**src/rtl/bdq_pkg.sv**
```systemverilog
// Shared types and constants for the bounded double-ended queue.
package bdq_pkg;

  localparam int DEPTH_DEF      = 16;
  localparam int DATA_WIDTH_DEF = 32;
  localparam int OPCODE_W       = 3;
  localparam int VALUE_W        = 32;
  localparam int COUNT_W        = 5;

  localparam logic [OPCODE_W-1:0] OP_NOP        = 3'd0;
  localparam logic [OPCODE_W-1:0] OP_PUSH_BACK  = 3'd1;
  localparam logic [OPCODE_W-1:0] OP_PUSH_FRONT = 3'd2;
  localparam logic [OPCODE_W-1:0] OP_POP_BACK   = 3'd3;
  localparam logic [OPCODE_W-1:0] OP_POP_FRONT  = 3'd4;
  localparam logic [OPCODE_W-1:0] OP_CLEAR      = 3'd5;

  typedef struct packed {
    logic [OPCODE_W-1:0] opcode;
    logic [VALUE_W-1:0]  push_value;
  } cmd_item_t;

  typedef struct packed {
    logic [VALUE_W-1:0] front_value;
    logic [VALUE_W-1:0] back_value;
    logic [COUNT_W-1:0] entry_count;
    logic               is_empty;
    logic               is_full;
    logic               push_rejected;
  } res_item_t;

  // Operation broadcast to every cell of the row.
  typedef struct packed {
    logic clear;
    logic head_in;
    logic head_out;
    logic tail_in;
    logic tail_out;
  } cell_op_t;

endpackage

```
**src/rtl/bdq_cell.sv**
```systemverilog
// One storage cell of the deque row: a data word, its valid bit and the neighbour moves.
module bdq_cell #(
  parameter int DATA_WIDTH = bdq_pkg::DATA_WIDTH_DEF
) (
  input  logic                  clk,
  input  logic                  rst,
  input  bdq_pkg::cell_op_t     op,
  input  logic [DATA_WIDTH-1:0] word,
  input  logic [DATA_WIDTH-1:0] prev_data,
  input  logic                  prev_valid,
  input  logic [DATA_WIDTH-1:0] next_data,
  input  logic                  next_valid,
  output logic [DATA_WIDTH-1:0] data,
  output logic                  valid,
  output logic                  last
);
  import bdq_pkg::*;

  logic [DATA_WIDTH-1:0] data_next;
  logic                  valid_next;

  // Occupied cells always form an unbroken run from the front cell, so the
  // back end is found locally by looking at the neighbour only.
  always_comb begin
    data_next  = data;
    valid_next = valid;
    if (op.clear) begin
      valid_next = 1'b0;
    end else if (op.head_in) begin
      data_next  = prev_data;
      valid_next = prev_valid;
    end else if (op.head_out) begin
      data_next  = next_data;
      valid_next = next_valid;
    end else if (op.tail_in && !valid && prev_valid) begin
      data_next  = word;
      valid_next = 1'b1;
    end else if (op.tail_out && valid && !next_valid) begin
      valid_next = 1'b0;
    end
  end

  assign last = valid && !next_valid;

  always_ff @(posedge clk) begin
    if (rst) begin
      valid <= 1'b0;
    end else begin
      valid <= valid_next;
    end
  end

  always_ff @(posedge clk) begin
    data <= data_next;
  end

endmodule

```
**src/rtl/bdq_ctrl.sv**
```systemverilog
// Handshake, opcode decode, word count and result register of the deque.
module bdq_ctrl #(
  parameter int DEPTH = bdq_pkg::DEPTH_DEF
) (
  input  logic                          clk,
  input  logic                          rst,
  input  logic                          cmd_valid,
  output logic                          cmd_stall,
  input  logic [bdq_pkg::OPCODE_W-1:0]  opcode,
  output bdq_pkg::cell_op_t             op,
  input  logic [bdq_pkg::VALUE_W-1:0]   front_word,
  input  logic [bdq_pkg::VALUE_W-1:0]   back_word,
  output logic                          res_valid,
  input  logic                          res_stall,
  output bdq_pkg::res_item_t            res
);
  import bdq_pkg::*;

  localparam int CNT_W = $clog2(DEPTH + 1);

  logic [CNT_W-1:0] count;
  logic [CNT_W-1:0] count_next;
  logic             pending;
  logic             rejected;
  logic             rejected_next;
  logic             load;
  logic             accept;
  logic             full;
  logic             empty;

  assign full  = count == CNT_W'(DEPTH);
  assign empty = count == '0;

  // A result is taken from the cell row in the cycle after its item's
  // transfer, or later while stalled; a new item may enter in that cycle.
  assign load      = pending && (!res_valid || !res_stall);
  assign cmd_stall = pending && !load;
  assign accept    = cmd_valid && !cmd_stall;

  always_comb begin
    op            = '0;
    count_next    = count;
    rejected_next = 1'b0;
    if (accept) begin
      case (opcode)
        OP_NOP: begin
        end
        OP_PUSH_BACK: begin
          if (full) begin
            rejected_next = 1'b1;
          end else begin
            op.tail_in = 1'b1;
            count_next = count + CNT_W'(1);
          end
        end
        OP_PUSH_FRONT: begin
          if (full) begin
            rejected_next = 1'b1;
          end else begin
            op.head_in = 1'b1;
            count_next = count + CNT_W'(1);
          end
        end
        OP_POP_BACK: begin
          if (!empty) begin
            op.tail_out = 1'b1;
            count_next  = count - CNT_W'(1);
          end
        end
        OP_POP_FRONT: begin
          if (!empty) begin
            op.head_out = 1'b1;
            count_next  = count - CNT_W'(1);
          end
        end
        OP_CLEAR: begin
          op.clear   = 1'b1;
          count_next = '0;
        end
        default: begin
        end
      endcase
    end
  end

  always_ff @(posedge clk) begin
    if (rst) begin
      count     <= '0;
      pending   <= 1'b0;
      res_valid <= 1'b0;
    end else begin
      count <= count_next;
      if (accept) begin
        pending <= 1'b1;
      end else if (load) begin
        pending <= 1'b0;
      end
      if (load) begin
        res_valid <= 1'b1;
      end else if (!res_stall) begin
        res_valid <= 1'b0;
      end
    end
  end

  always_ff @(posedge clk) begin
    if (accept) begin
      rejected <= rejected_next;
    end
    if (load) begin
      res.front_value   <= front_word;
      res.back_value    <= back_word;
      res.entry_count   <= COUNT_W'(count);
      res.is_empty      <= empty;
      res.is_full       <= full;
      res.push_rejected <= rejected;
    end
  end

endmodule

```
**src/rtl/bounded_deque.sv**
```systemverilog
// Bounded double-ended queue: top level with the cell row and control.
//
// Items arrive on the cmd channel (cmd_valid, cmd_stall, cmd) and carry an
// opcode: no-op, push back, push front, pop back, pop front or clear. Every
// item yields exactly one result on the res channel (res_valid, res_stall,
// res) with the front and back words, the word count and the empty, full
// and push-rejected flags as they stand after that item.
// Words live in a row of DEPTH cells with the front word in cell zero; a
// push or pop at the front shifts the whole row by one cell.
// The result is shown once the result register has loaded from the
// updated row. Throughput: one item per cycle while the receiver keeps
// taking results.
// A push into a full queue is dropped and flagged; a pop on an empty queue
// leaves it as it is. While res_stall holds a result, at most one further
// item is taken and then cmd_stall rises until the result register frees.
// Reset empties the row at once and drops any result not yet transferred.
module bounded_deque #(
  parameter int DEPTH      = bdq_pkg::DEPTH_DEF,
  parameter int DATA_WIDTH = bdq_pkg::DATA_WIDTH_DEF
) (
  input  logic               clk,
  input  logic               rst,
  input  logic               cmd_valid,
  output logic               cmd_stall,
  input  bdq_pkg::cmd_item_t cmd,
  output logic               res_valid,
  input  logic               res_stall,
  output bdq_pkg::res_item_t res
);
  import bdq_pkg::*;

  localparam int CW = (DATA_WIDTH < VALUE_W) ? DATA_WIDTH : VALUE_W;

  cell_op_t              op;
  logic [DATA_WIDTH-1:0] word;
  logic [DATA_WIDTH-1:0] cell_data [DEPTH];
  logic [DEPTH-1:0]      valid_vec;
  logic [DEPTH-1:0]      last_vec;
  logic [DATA_WIDTH-1:0] front_sel;
  logic [DATA_WIDTH-1:0] back_sel;
  logic [VALUE_W-1:0]    front_word;
  logic [VALUE_W-1:0]    back_word;

  assign word = DATA_WIDTH'(cmd.push_value[CW-1:0]);

  for (genvar i = 0; i < DEPTH; i++) begin : g_cell
    logic [DATA_WIDTH-1:0] prev_data;
    logic                  prev_valid;
    logic [DATA_WIDTH-1:0] next_data;
    logic                  next_valid;

    // The front cell sees the incoming word as its left neighbour, and the
    // last cell sees an empty neighbour beyond the end of the row.
    if (i == 0) begin : g_head
      assign prev_data  = word;
      assign prev_valid = 1'b1;
    end else begin : g_body
      assign prev_data  = cell_data[i-1];
      assign prev_valid = valid_vec[i-1];
    end

    if (i == DEPTH - 1) begin : g_tail
      assign next_data  = '0;
      assign next_valid = 1'b0;
    end else begin : g_inner
      assign next_data  = cell_data[i+1];
      assign next_valid = valid_vec[i+1];
    end

    bdq_cell #(
      .DATA_WIDTH(DATA_WIDTH)
    ) u_cell (
      .clk       (clk),
      .rst       (rst),
      .op        (op),
      .word      (word),
      .prev_data (prev_data),
      .prev_valid(prev_valid),
      .next_data (next_data),
      .next_valid(next_valid),
      .data      (cell_data[i]),
      .valid     (valid_vec[i]),
      .last      (last_vec[i])
    );
  end

  // Exactly one cell is marked last when the queue holds words, none when empty.
  always_comb begin
    back_sel = '0;
    for (int i = 0; i < DEPTH; i++) begin
      back_sel = back_sel | (cell_data[i] & {DATA_WIDTH{last_vec[i]}});
    end
  end

  assign front_sel  = cell_data[0] & {DATA_WIDTH{valid_vec[0]}};
  assign front_word = VALUE_W'(front_sel[CW-1:0]);
  assign back_word  = VALUE_W'(back_sel[CW-1:0]);

  bdq_ctrl #(
    .DEPTH(DEPTH)
  ) u_ctrl (
    .clk       (clk),
    .rst       (rst),
    .cmd_valid (cmd_valid),
    .cmd_stall (cmd_stall),
    .opcode    (cmd.opcode),
    .op        (op),
    .front_word(front_word),
    .back_word (back_word),
    .res_valid (res_valid),
    .res_stall (res_stall),
    .res       (res)
  );

`ifndef SYNTHESIS
  a_valid_run : assert property (@(posedge clk) disable iff (rst)
    (valid_vec & (valid_vec + DEPTH'(1))) == '0)
    else $error("occupied cells do not form one run from the front");

  a_empty_zero : assert property (@(posedge clk) disable iff (rst)
    res_valid && res.is_empty |-> res.front_value == '0 && res.back_value == '0)
    else $error("empty result carries a non-zero word");

  a_reject_full : assert property (@(posedge clk) disable iff (rst)
    res_valid && res.push_rejected |-> res.is_full && !res.is_empty)
    else $error("push rejected while the queue was not full");
`endif

endmodule

```
**config.mk**
```make
export PLATFORM = sky130hd
export DESIGN_NAME = bounded_deque
export DESIGN_NICKNAME = d
export VERILOG_FILES = /design/src/rtl/bdq_pkg.sv /design/src/rtl/bdq_cell.sv /design/src/rtl/bdq_ctrl.sv /design/src/rtl/bounded_deque.sv
export SDC_FILE = /design/constraint.sdc
export NUM_CORES = 1
export LEC_CHECK = 0
export ABC_AREA = 1
export BUFFER_PORTS_ARGS = -buffer_cell sky130_fd_sc_hd__buf_2
export CORE_MARGIN = 2
export CORE_UTILIZATION = 40
export CTS_BUF_LIST = sky130_fd_sc_hd__clkbuf_2
export DETAILED_ROUTE_END_ITERATION = 7
export GPL_TIMING_DRIVEN = 0
export PLACE_DENSITY = 0.51
export RECOVER_POWER = 25
export SYNTH_ARGS = -nofsm -noshare
export SYNTH_HDL_FRONTEND = slang
export SYNTH_HIERARCHICAL = 1
export SYNTH_SLANG_ARGS = --single-unit
```
**constraint.sdc**
```tcl
create_clock -name clk -period 13.8 [get_ports clk]
set_input_delay 3.45 -clock clk [delete_from_list [all_inputs] [get_ports clk]]
set_output_delay 3.45 -clock clk [all_outputs]
set_load 0.1 [all_outputs]
```
==> results.py, run 1 <==
metrics = {
    "die": {
        "rows": 110,
        "die_x_um": 306,
        "boundaryPins": 113,
        "die_area_um2": 93400,
        "core-area_um2": 90000,
        "start_util": 0.404,
        "die_y_um": 306,
    },
    "setup_path": {
        "crit_type": "in -> out",
        "slowest_stage": "buf_2",
        "max_stage_delay_ps": 410,
        "path_delay_family": "buffers and inverters",
        "startpoint_type": "input pin",
        "crit_path_max_fanout": 3,
        "critPathArrivalTime_ps": 4200,
        "cp_data_required_time_ps": 10350,
        "path_cells": "buf_2 > nand2_1 > inv_1 > nand2_1 > inv_1 > buf_2",
        "endpoint_kind": "output pin",
        "critPathBufInv": 4,
    },
    "clocking": {
        "clk_pin_slew_ps": 110,
        "cts_tree": "yes",
        "hold_buffers": 0,
        "cts_resized": 0,
        "cts_buffers": 174,
        "worst_skew_pair.late_latency_ps": 1430,
        "root_buffer": "clkbuf_2",
        "cts.path.max_buffers": 3,
        "htree_levels": 4,
        "post_cts_buffers": 0,
        "cts_sinks": 608,
    },
    "detailed_routing": {
        "wire_per_inst_um": 20.7,
        "drc": 0,
        "vias_per_cell": 5.19,
        "drtIter0Drc": 2576,
        "antenna_left": 0,
        "first_pass_iters": 5,
        "via_count": 32000,
        "drt_wl_total_mm": 127,
    },
    "global_route": {
        "grt_usage": 0.271,
        "antenna_found_initial": 3,
        "gr-total-overflow": 0,
        "grt_max_degree": 29,
        "grt_pass1_wl_mm": 192,
        "grt_pass1_vias": 31800,
    },
    "logic_synthesis": {
        "yosysMostFrequentCell": "nand2_1",
        "synth_top_area_frac": 0.483,
        "synth-main-ff-cell": "edfxtp_1",
        "synthTopCellsByCount": "nand2_1 (1495), a21oi_1 (968), nor2_1 (668)",
        "synthCells": 4496,
        "ys_seq_elements": 608,
        "ys_seq_area_frac": 0.495,
        "synth_area_leaders": "edfxtp_1 (48%), nand2_1 (15%), a21oi_1 (13%), nor2_1 (6.9%), buf_6 (6.3%)",
        "avgSynthCellArea_um2": 8.09,
        "synthDistinctLibCells": 27,
        "async_reset_ff_frac": 0,
        "yosysTopAreaCell": "edfxtp_1",
        "ys_warn_count": 6,
        "netlist_area_um2": 36400,
        "synth-edff-count": 585,
    },
    "sta": {
        "skew_ps": 96.1,
        "timing.slew.headroom": -0.436,
        "rsz0062_at_grt": "no",
        "final_max_slew_viol_count": 77,
        "fmax_mhz": 131,
        "min_period_ps": 7650,
        "finalHoldViolCount": 0,
        "fin_tns_setup_ps": 0,
        "finalCritPeriodShare": 0.555,
        "final-setup-viol-count": 0,
        "worst_slew_pin_slew_ps": 2150,
    },
    "run_status": {
        "violations": "capacitance limit, slew limit",
        "status": "finished with violations",
    },
    "power_and_ir_drop": {
        "powerDensity_nw_per_um2": 108,
        "p_leak_uw": 0.0175,
        "vdd.ir_drop.worst_mv": 0.0704,
    },
    "min_path": {
        "holdCritPathClass": "reg -> reg",
    },
    "finish": {
        "syn_to_final_growth_pct": 11.5,
        "final_layout_size_suffix_gt1_frac": 0.159,
        "finalNonFillerCells": 6161,
        "fin_nets": 4886,
    },
    "placement": {
        "gp_congestion": 0.873,
        "dp_hpwl_mm": 103,
        "port_buffers": 112,
        "place_inst": 5843,
    },
    "flow_run": {
        "maxCapViolations": 3,
    },
}
worst register-to-register path, cell delays in order, from the launching register on:
cell and delay (ps):
dfxtp_1 310, nand2_1 70, inv_1 50, nand2_1 100, nand2_1 240, nor3_1 310, clkbuf_1 350, clkbuf_1 500
clkbuf_1 660, nor2_1 210, a21oi_4 570, buf_16 240
final timing paths:
path	startpoint	endpoint	slack, ps	cells after the start
worst min register to register	u_ctrl/rejected$_SDFFCE_PN0P_	u_ctrl/res[0]$_DFFE_PP_	450	0
worst max register to register	u_ctrl/res_valid$_SDFFE_PP0P_	g_cell[7].u_cell/data[10]$_DFFE_PP_	9860	11
worst max-delay path	res_stall	cmd_stall	6150	6
worst min-delay path	u_ctrl/rejected$_SDFFCE_PN0P_	u_ctrl/res[0]$_DFFE_PP_	450	0
layer usage:
metal	vias up	part of all wire	wire length [µm]	global-route usage
met5	-	0.000086	11	0
met4	2	0.037	4740	0.114
met3	226	0.048	6090	0.0357
met2	929	0.49	62000	0.459
met1	15200	0.43	54500	0.347
li1	15600	-	-	-
layout by cell type (no fill, tap or decap), types with 2 or more instances in the layout:
master	count
a21oi_1	962
a21oi_2	87
a21oi_4	16
buf_16	16
buf_2	128
buf_4	49
buf_6	172
bufinv_16	4
clkbuf_1	46
clkbuf_2	264
clkinv_1	37
clkinv_2	4
clkinv_4	8
clkinvlp_2	8
clkinvlp_4	3
conb_1	36
dfxtp_1	23
diode_2	4
edfxtp_1	585
ha_1	3
inv_1	269
inv_2	6
inv_4	16
nand2_1	1498
nand2_2	2
nand3_1	23
nand3_2	2
nand4_1	32
nor2_1	669
nor3_2	3
or2_2	2
registers in the layout, indices dropped and copies added, names as in the netlist:
| register | flops |
|---|---|
| g_cell.u_cell/valid | 16 |
| g_cell.u_cell/data | 512 |
| u_ctrl/count | 5 |
| u_ctrl/pending | 1 |
| u_ctrl/res | 72 |
| u_ctrl/rejected | 1 |
| u_ctrl/res_valid | 1 |
layout make-up:
type / instances / area, µm²
plain buffers: 275 / 2500
clock buffers: 264 / 1320
diodes: 4 / 10.0
clock inverters: 50 / 309
repair buffers: 137 / 1070
multi-input cells: 3342 / 14600
flip-flops and latches: 608 / 18000
fillers: 9470 / 49500
well taps: 1176 / 1470
inverters: 305 / 1230
power by group:
group	leakage, µW	switching (µW)	total, µW	internal (µW)
clock network	0.00124	843	1430	582
registers	0.00556	64.2	2210	2150
logic	0.0107	527	743	216
kinds of logic after synthesis:
kind of cell,synth area share
fa+ha+maj,0.00158
other cells,0.000206
flops,0.495
buf+inv,0.111
simple gates,0.235
compound gates,0.157
per-stage QoR:
step                cell area [µm²]  power [µW]  utilization  hold WS [ps]  setup slack (ps)
floorplan                     36500        2740            -           400              6000
CTS                           41000        4450        0.455           449              6140
finish                        40600        4380        0.451           453              6150
global route                  40600        4600        0.451           468              6060
detailed placement            39300        3010        0.437           405              6140
global placement              38500        2980        0.428           406              3700
Note: power is estimated with default switching activity, not from simulation.
==> run 2: changes to the inputs <==
- PLACE_DENSITY: 0.51 -> 0.53
- clock period: 13.8 -> 6.4 ns (I/O delays scaled with it)
==> run 2 against run 1 <==
Effect of this change: the run still ends with capacitance limit, slew limit left; combinational power up 120%; largest cell class unchanged; critical endpoint unchanged; sequential cell count unchanged; largest power group unchanged; highest routed layer is now met4; sequential share of layout area about the same; critical path type is now reg -> out.
==> results.py, run 2 (synthesized netlist as in run 1, its figures left out) <==
metrics = {
    "clocking": {
        "hold_buffers": 0,
        "worst_skew_pair.late_latency_ps": 1480,
        "htree_levels": 4,
        "post_cts_buffers": 0,
        "cts_resized": 0,
        "cts.path.max_buffers": 3,
        "cts_buffers": 175,
        "cts_sinks": 608,
        "clk_pin_slew_ps": 90,
        "cts_tree": "yes",
        "root_buffer": "clkbuf_2",
    },
    "sta": {
        "min_period_ps": 4010,
        "worst_slack_ps": 2390,
        "skew_ps": 82.3,
        "fmax_mhz": 250,
        "rsz0062_at_grt": "no",
        "finalHoldViolCount": 0,
        "worst_slew_pin_slew_ps": 2030,
        "final-setup-viol-count": 0,
        "fin_tns_setup_ps": 0,
        "whs_ps": 441,
        "final_max_slew_viol_count": 77,
        "timing.slew.headroom": -0.361,
        "finalCritPeriodShare": 0.626,
    },
    "setup_path": {
        "reg2reg_from": "u_ctrl/res_valid$_SDFFE_PP0P_",
        "path_cells": "nand2_1 > inv_1 > nand2_1 > inv_1 > buf_2",
        "r2r_slack_ps": 2570,
        "crit_type": "reg -> out",
        "timing.rr.end": "u_ctrl/res[56]$_DFFE_PP_",
        "max_stage_delay_ps": 410,
        "crit_path_max_fanout": 3,
        "startpoint_type": "flop",
        "critPathArrivalTime_ps": 2410,
        "cp_data_required_time_ps": 4800,
        "endpoint_kind": "output pin",
        "rr_worst_depth": 4,
        "slowest_stage": "buf_2",
    },
    "power_and_ir_drop": {
        "vdd.ir_drop.worst_mv": 0.163,
        "powerDensity_nw_per_um2": 232,
        "p_leak_uw": 0.0175,
    },
    "run_status": {
        "status": "finished with violations",
        "violations": "capacitance limit, slew limit",
    },
    "die": {
        "start_util": 0.404,
        "boundaryPins": 113,
        "core-area_um2": 90000,
        "die_area_um2": 93400,
        "die_y_um": 306,
        "die_x_um": 306,
        "rows": 110,
    },
    "placement": {
        "place_ws_ps": 2250,
        "place_inst": 5843,
        "gp_congestion": 0.897,
        "port_buffers": 112,
        "dp_hpwl_mm": 101,
    },
    "global_route": {
        "antenna_found_initial": 2,
        "grt_pass1_wl_mm": 188,
        "grt_usage": 0.266,
        "grt_pass1_vias": 31400,
        "grt_max_degree": 34,
        "gr-total-overflow": 0,
    },
    "detailed_routing": {
        "highest_layer": "met4",
        "first_pass_iters": 6,
        "drt_wl_total_mm": 126,
        "antenna_left": 0,
        "drc": 0,
        "dr_wl_met3_mm": 5.27,
        "drtIter0Drc": 2623,
        "vias_per_cell": 5.19,
        "wl_met2_mm": 61.4,
        "wl_met1_mm": 54.8,
        "wire_per_inst_um": 20.4,
        "via_count": 32000,
    },
    "finish": {
        "fill_cells": 9412,
        "syn_to_final_growth_pct": 11.4,
        "final_cell_mix": "nand2_1 (1498), a21oi_1 (960), nor2_1 (668), edfxtp_1 (585), inv_1 (269)",
        "finalNonFillerCells": 6163,
        "biggestRegsByFlops": "g_cell.u_cell/data x512, u_ctrl/res x72, g_cell.u_cell/valid x16",
        "largest_register_ffs": 512,
        "final_layout_size_suffix_gt1_frac": 0.160,
        "final_common_cell": "nand2_1",
        "largest-register": "g_cell.u_cell/data",
        "post-route-util": 0.450,
        "fin_nets": 4887,
    },
    "min_path": {
        "whs_endpoint": "u_ctrl/res[0]$_DFFE_PP_",
        "worstHoldStart": "u_ctrl/rejected$_SDFFCE_PN0P_",
        "min_path_cells": 0,
        "holdCritPathClass": "reg -> reg",
    },
    "flow_run": {
        "maxCapViolations": 3,
    },
}
run 2: cell types whose count changed in the layout (fill, tap and decap cells not counted), sizes merged:
cell,change
buf,+2
bufinv,-1
clkinv,-4
diode,+2
inv,+3
run 2: power by group:
group / switching [µW] / total (µW) / internal (µW)
clock: 1810 / 3040 / 1220
sequential: 136 / 4760 / 4630
combinational: 1140 / 1610 / 466
run 2: through the flow:
stage	cell area, µm²	total power, µW
after detailed placement	39300	6480
after global routing	40500	9900
final	40500	9410
after global placement	38500	6430
after CTS	40900	9550
after floorplan	36500	5910
run 2: per-layer routing:
layer  up-vias  GRT usage
met1     15300      0.342
met4         0      0.103
met3       209     0.0359
li1      15600          -
met5         -          0
met2       864      0.453
run 2: final cells by class:
cell class / count / area (µm²) / share of cell area
diodes: 6 / 15.0 / 0.000370
plain buffers: 275 / 2510 / 0.0619
clock buffers: 266 / 1330 / 0.0328
clock inverters: 48 / 272 / 0.00670
inverters: 305 / 1230 / 0.0305
multi-input cells: 3342 / 14600 / 0.360
flip-flops and latches: 608 / 18000 / 0.445
well taps: 1176 / 1470 / 0.0363
repair buffers: 137 / 1080 / 0.0266
run 2: worst max path at each step:
stage	slack [ps]	start	depth (start not counted)	to
after floorplan	450	res_stall	8	g_cell[0].u_cell/data[0]$_DFFE_PP_
after global placement	-1830	res_stall	9	g_cell[14].u_cell/data[27]$_DFFE_PP_
after detailed placement	2250	res_stall	12	g_cell[4].u_cell/data[27]$_DFFE_PP_
after CTS	2180	u_ctrl/res_valid$_SDFFE_PP0P_	5	cmd_stall
after global routing	2040	u_ctrl/res_valid$_SDFFE_PP0P_	4	u_ctrl/res[51]$_DFFE_PP_
final	2390	u_ctrl/res_valid$_SDFFE_PP0P_	5	cmd_stall
run 2: critical path, delay by kind of cell (launching register included):
kind,cells,cell delay (ps)
buffers and inverters,3,530
and+or+nand+nor,2,140
DFF,1,330
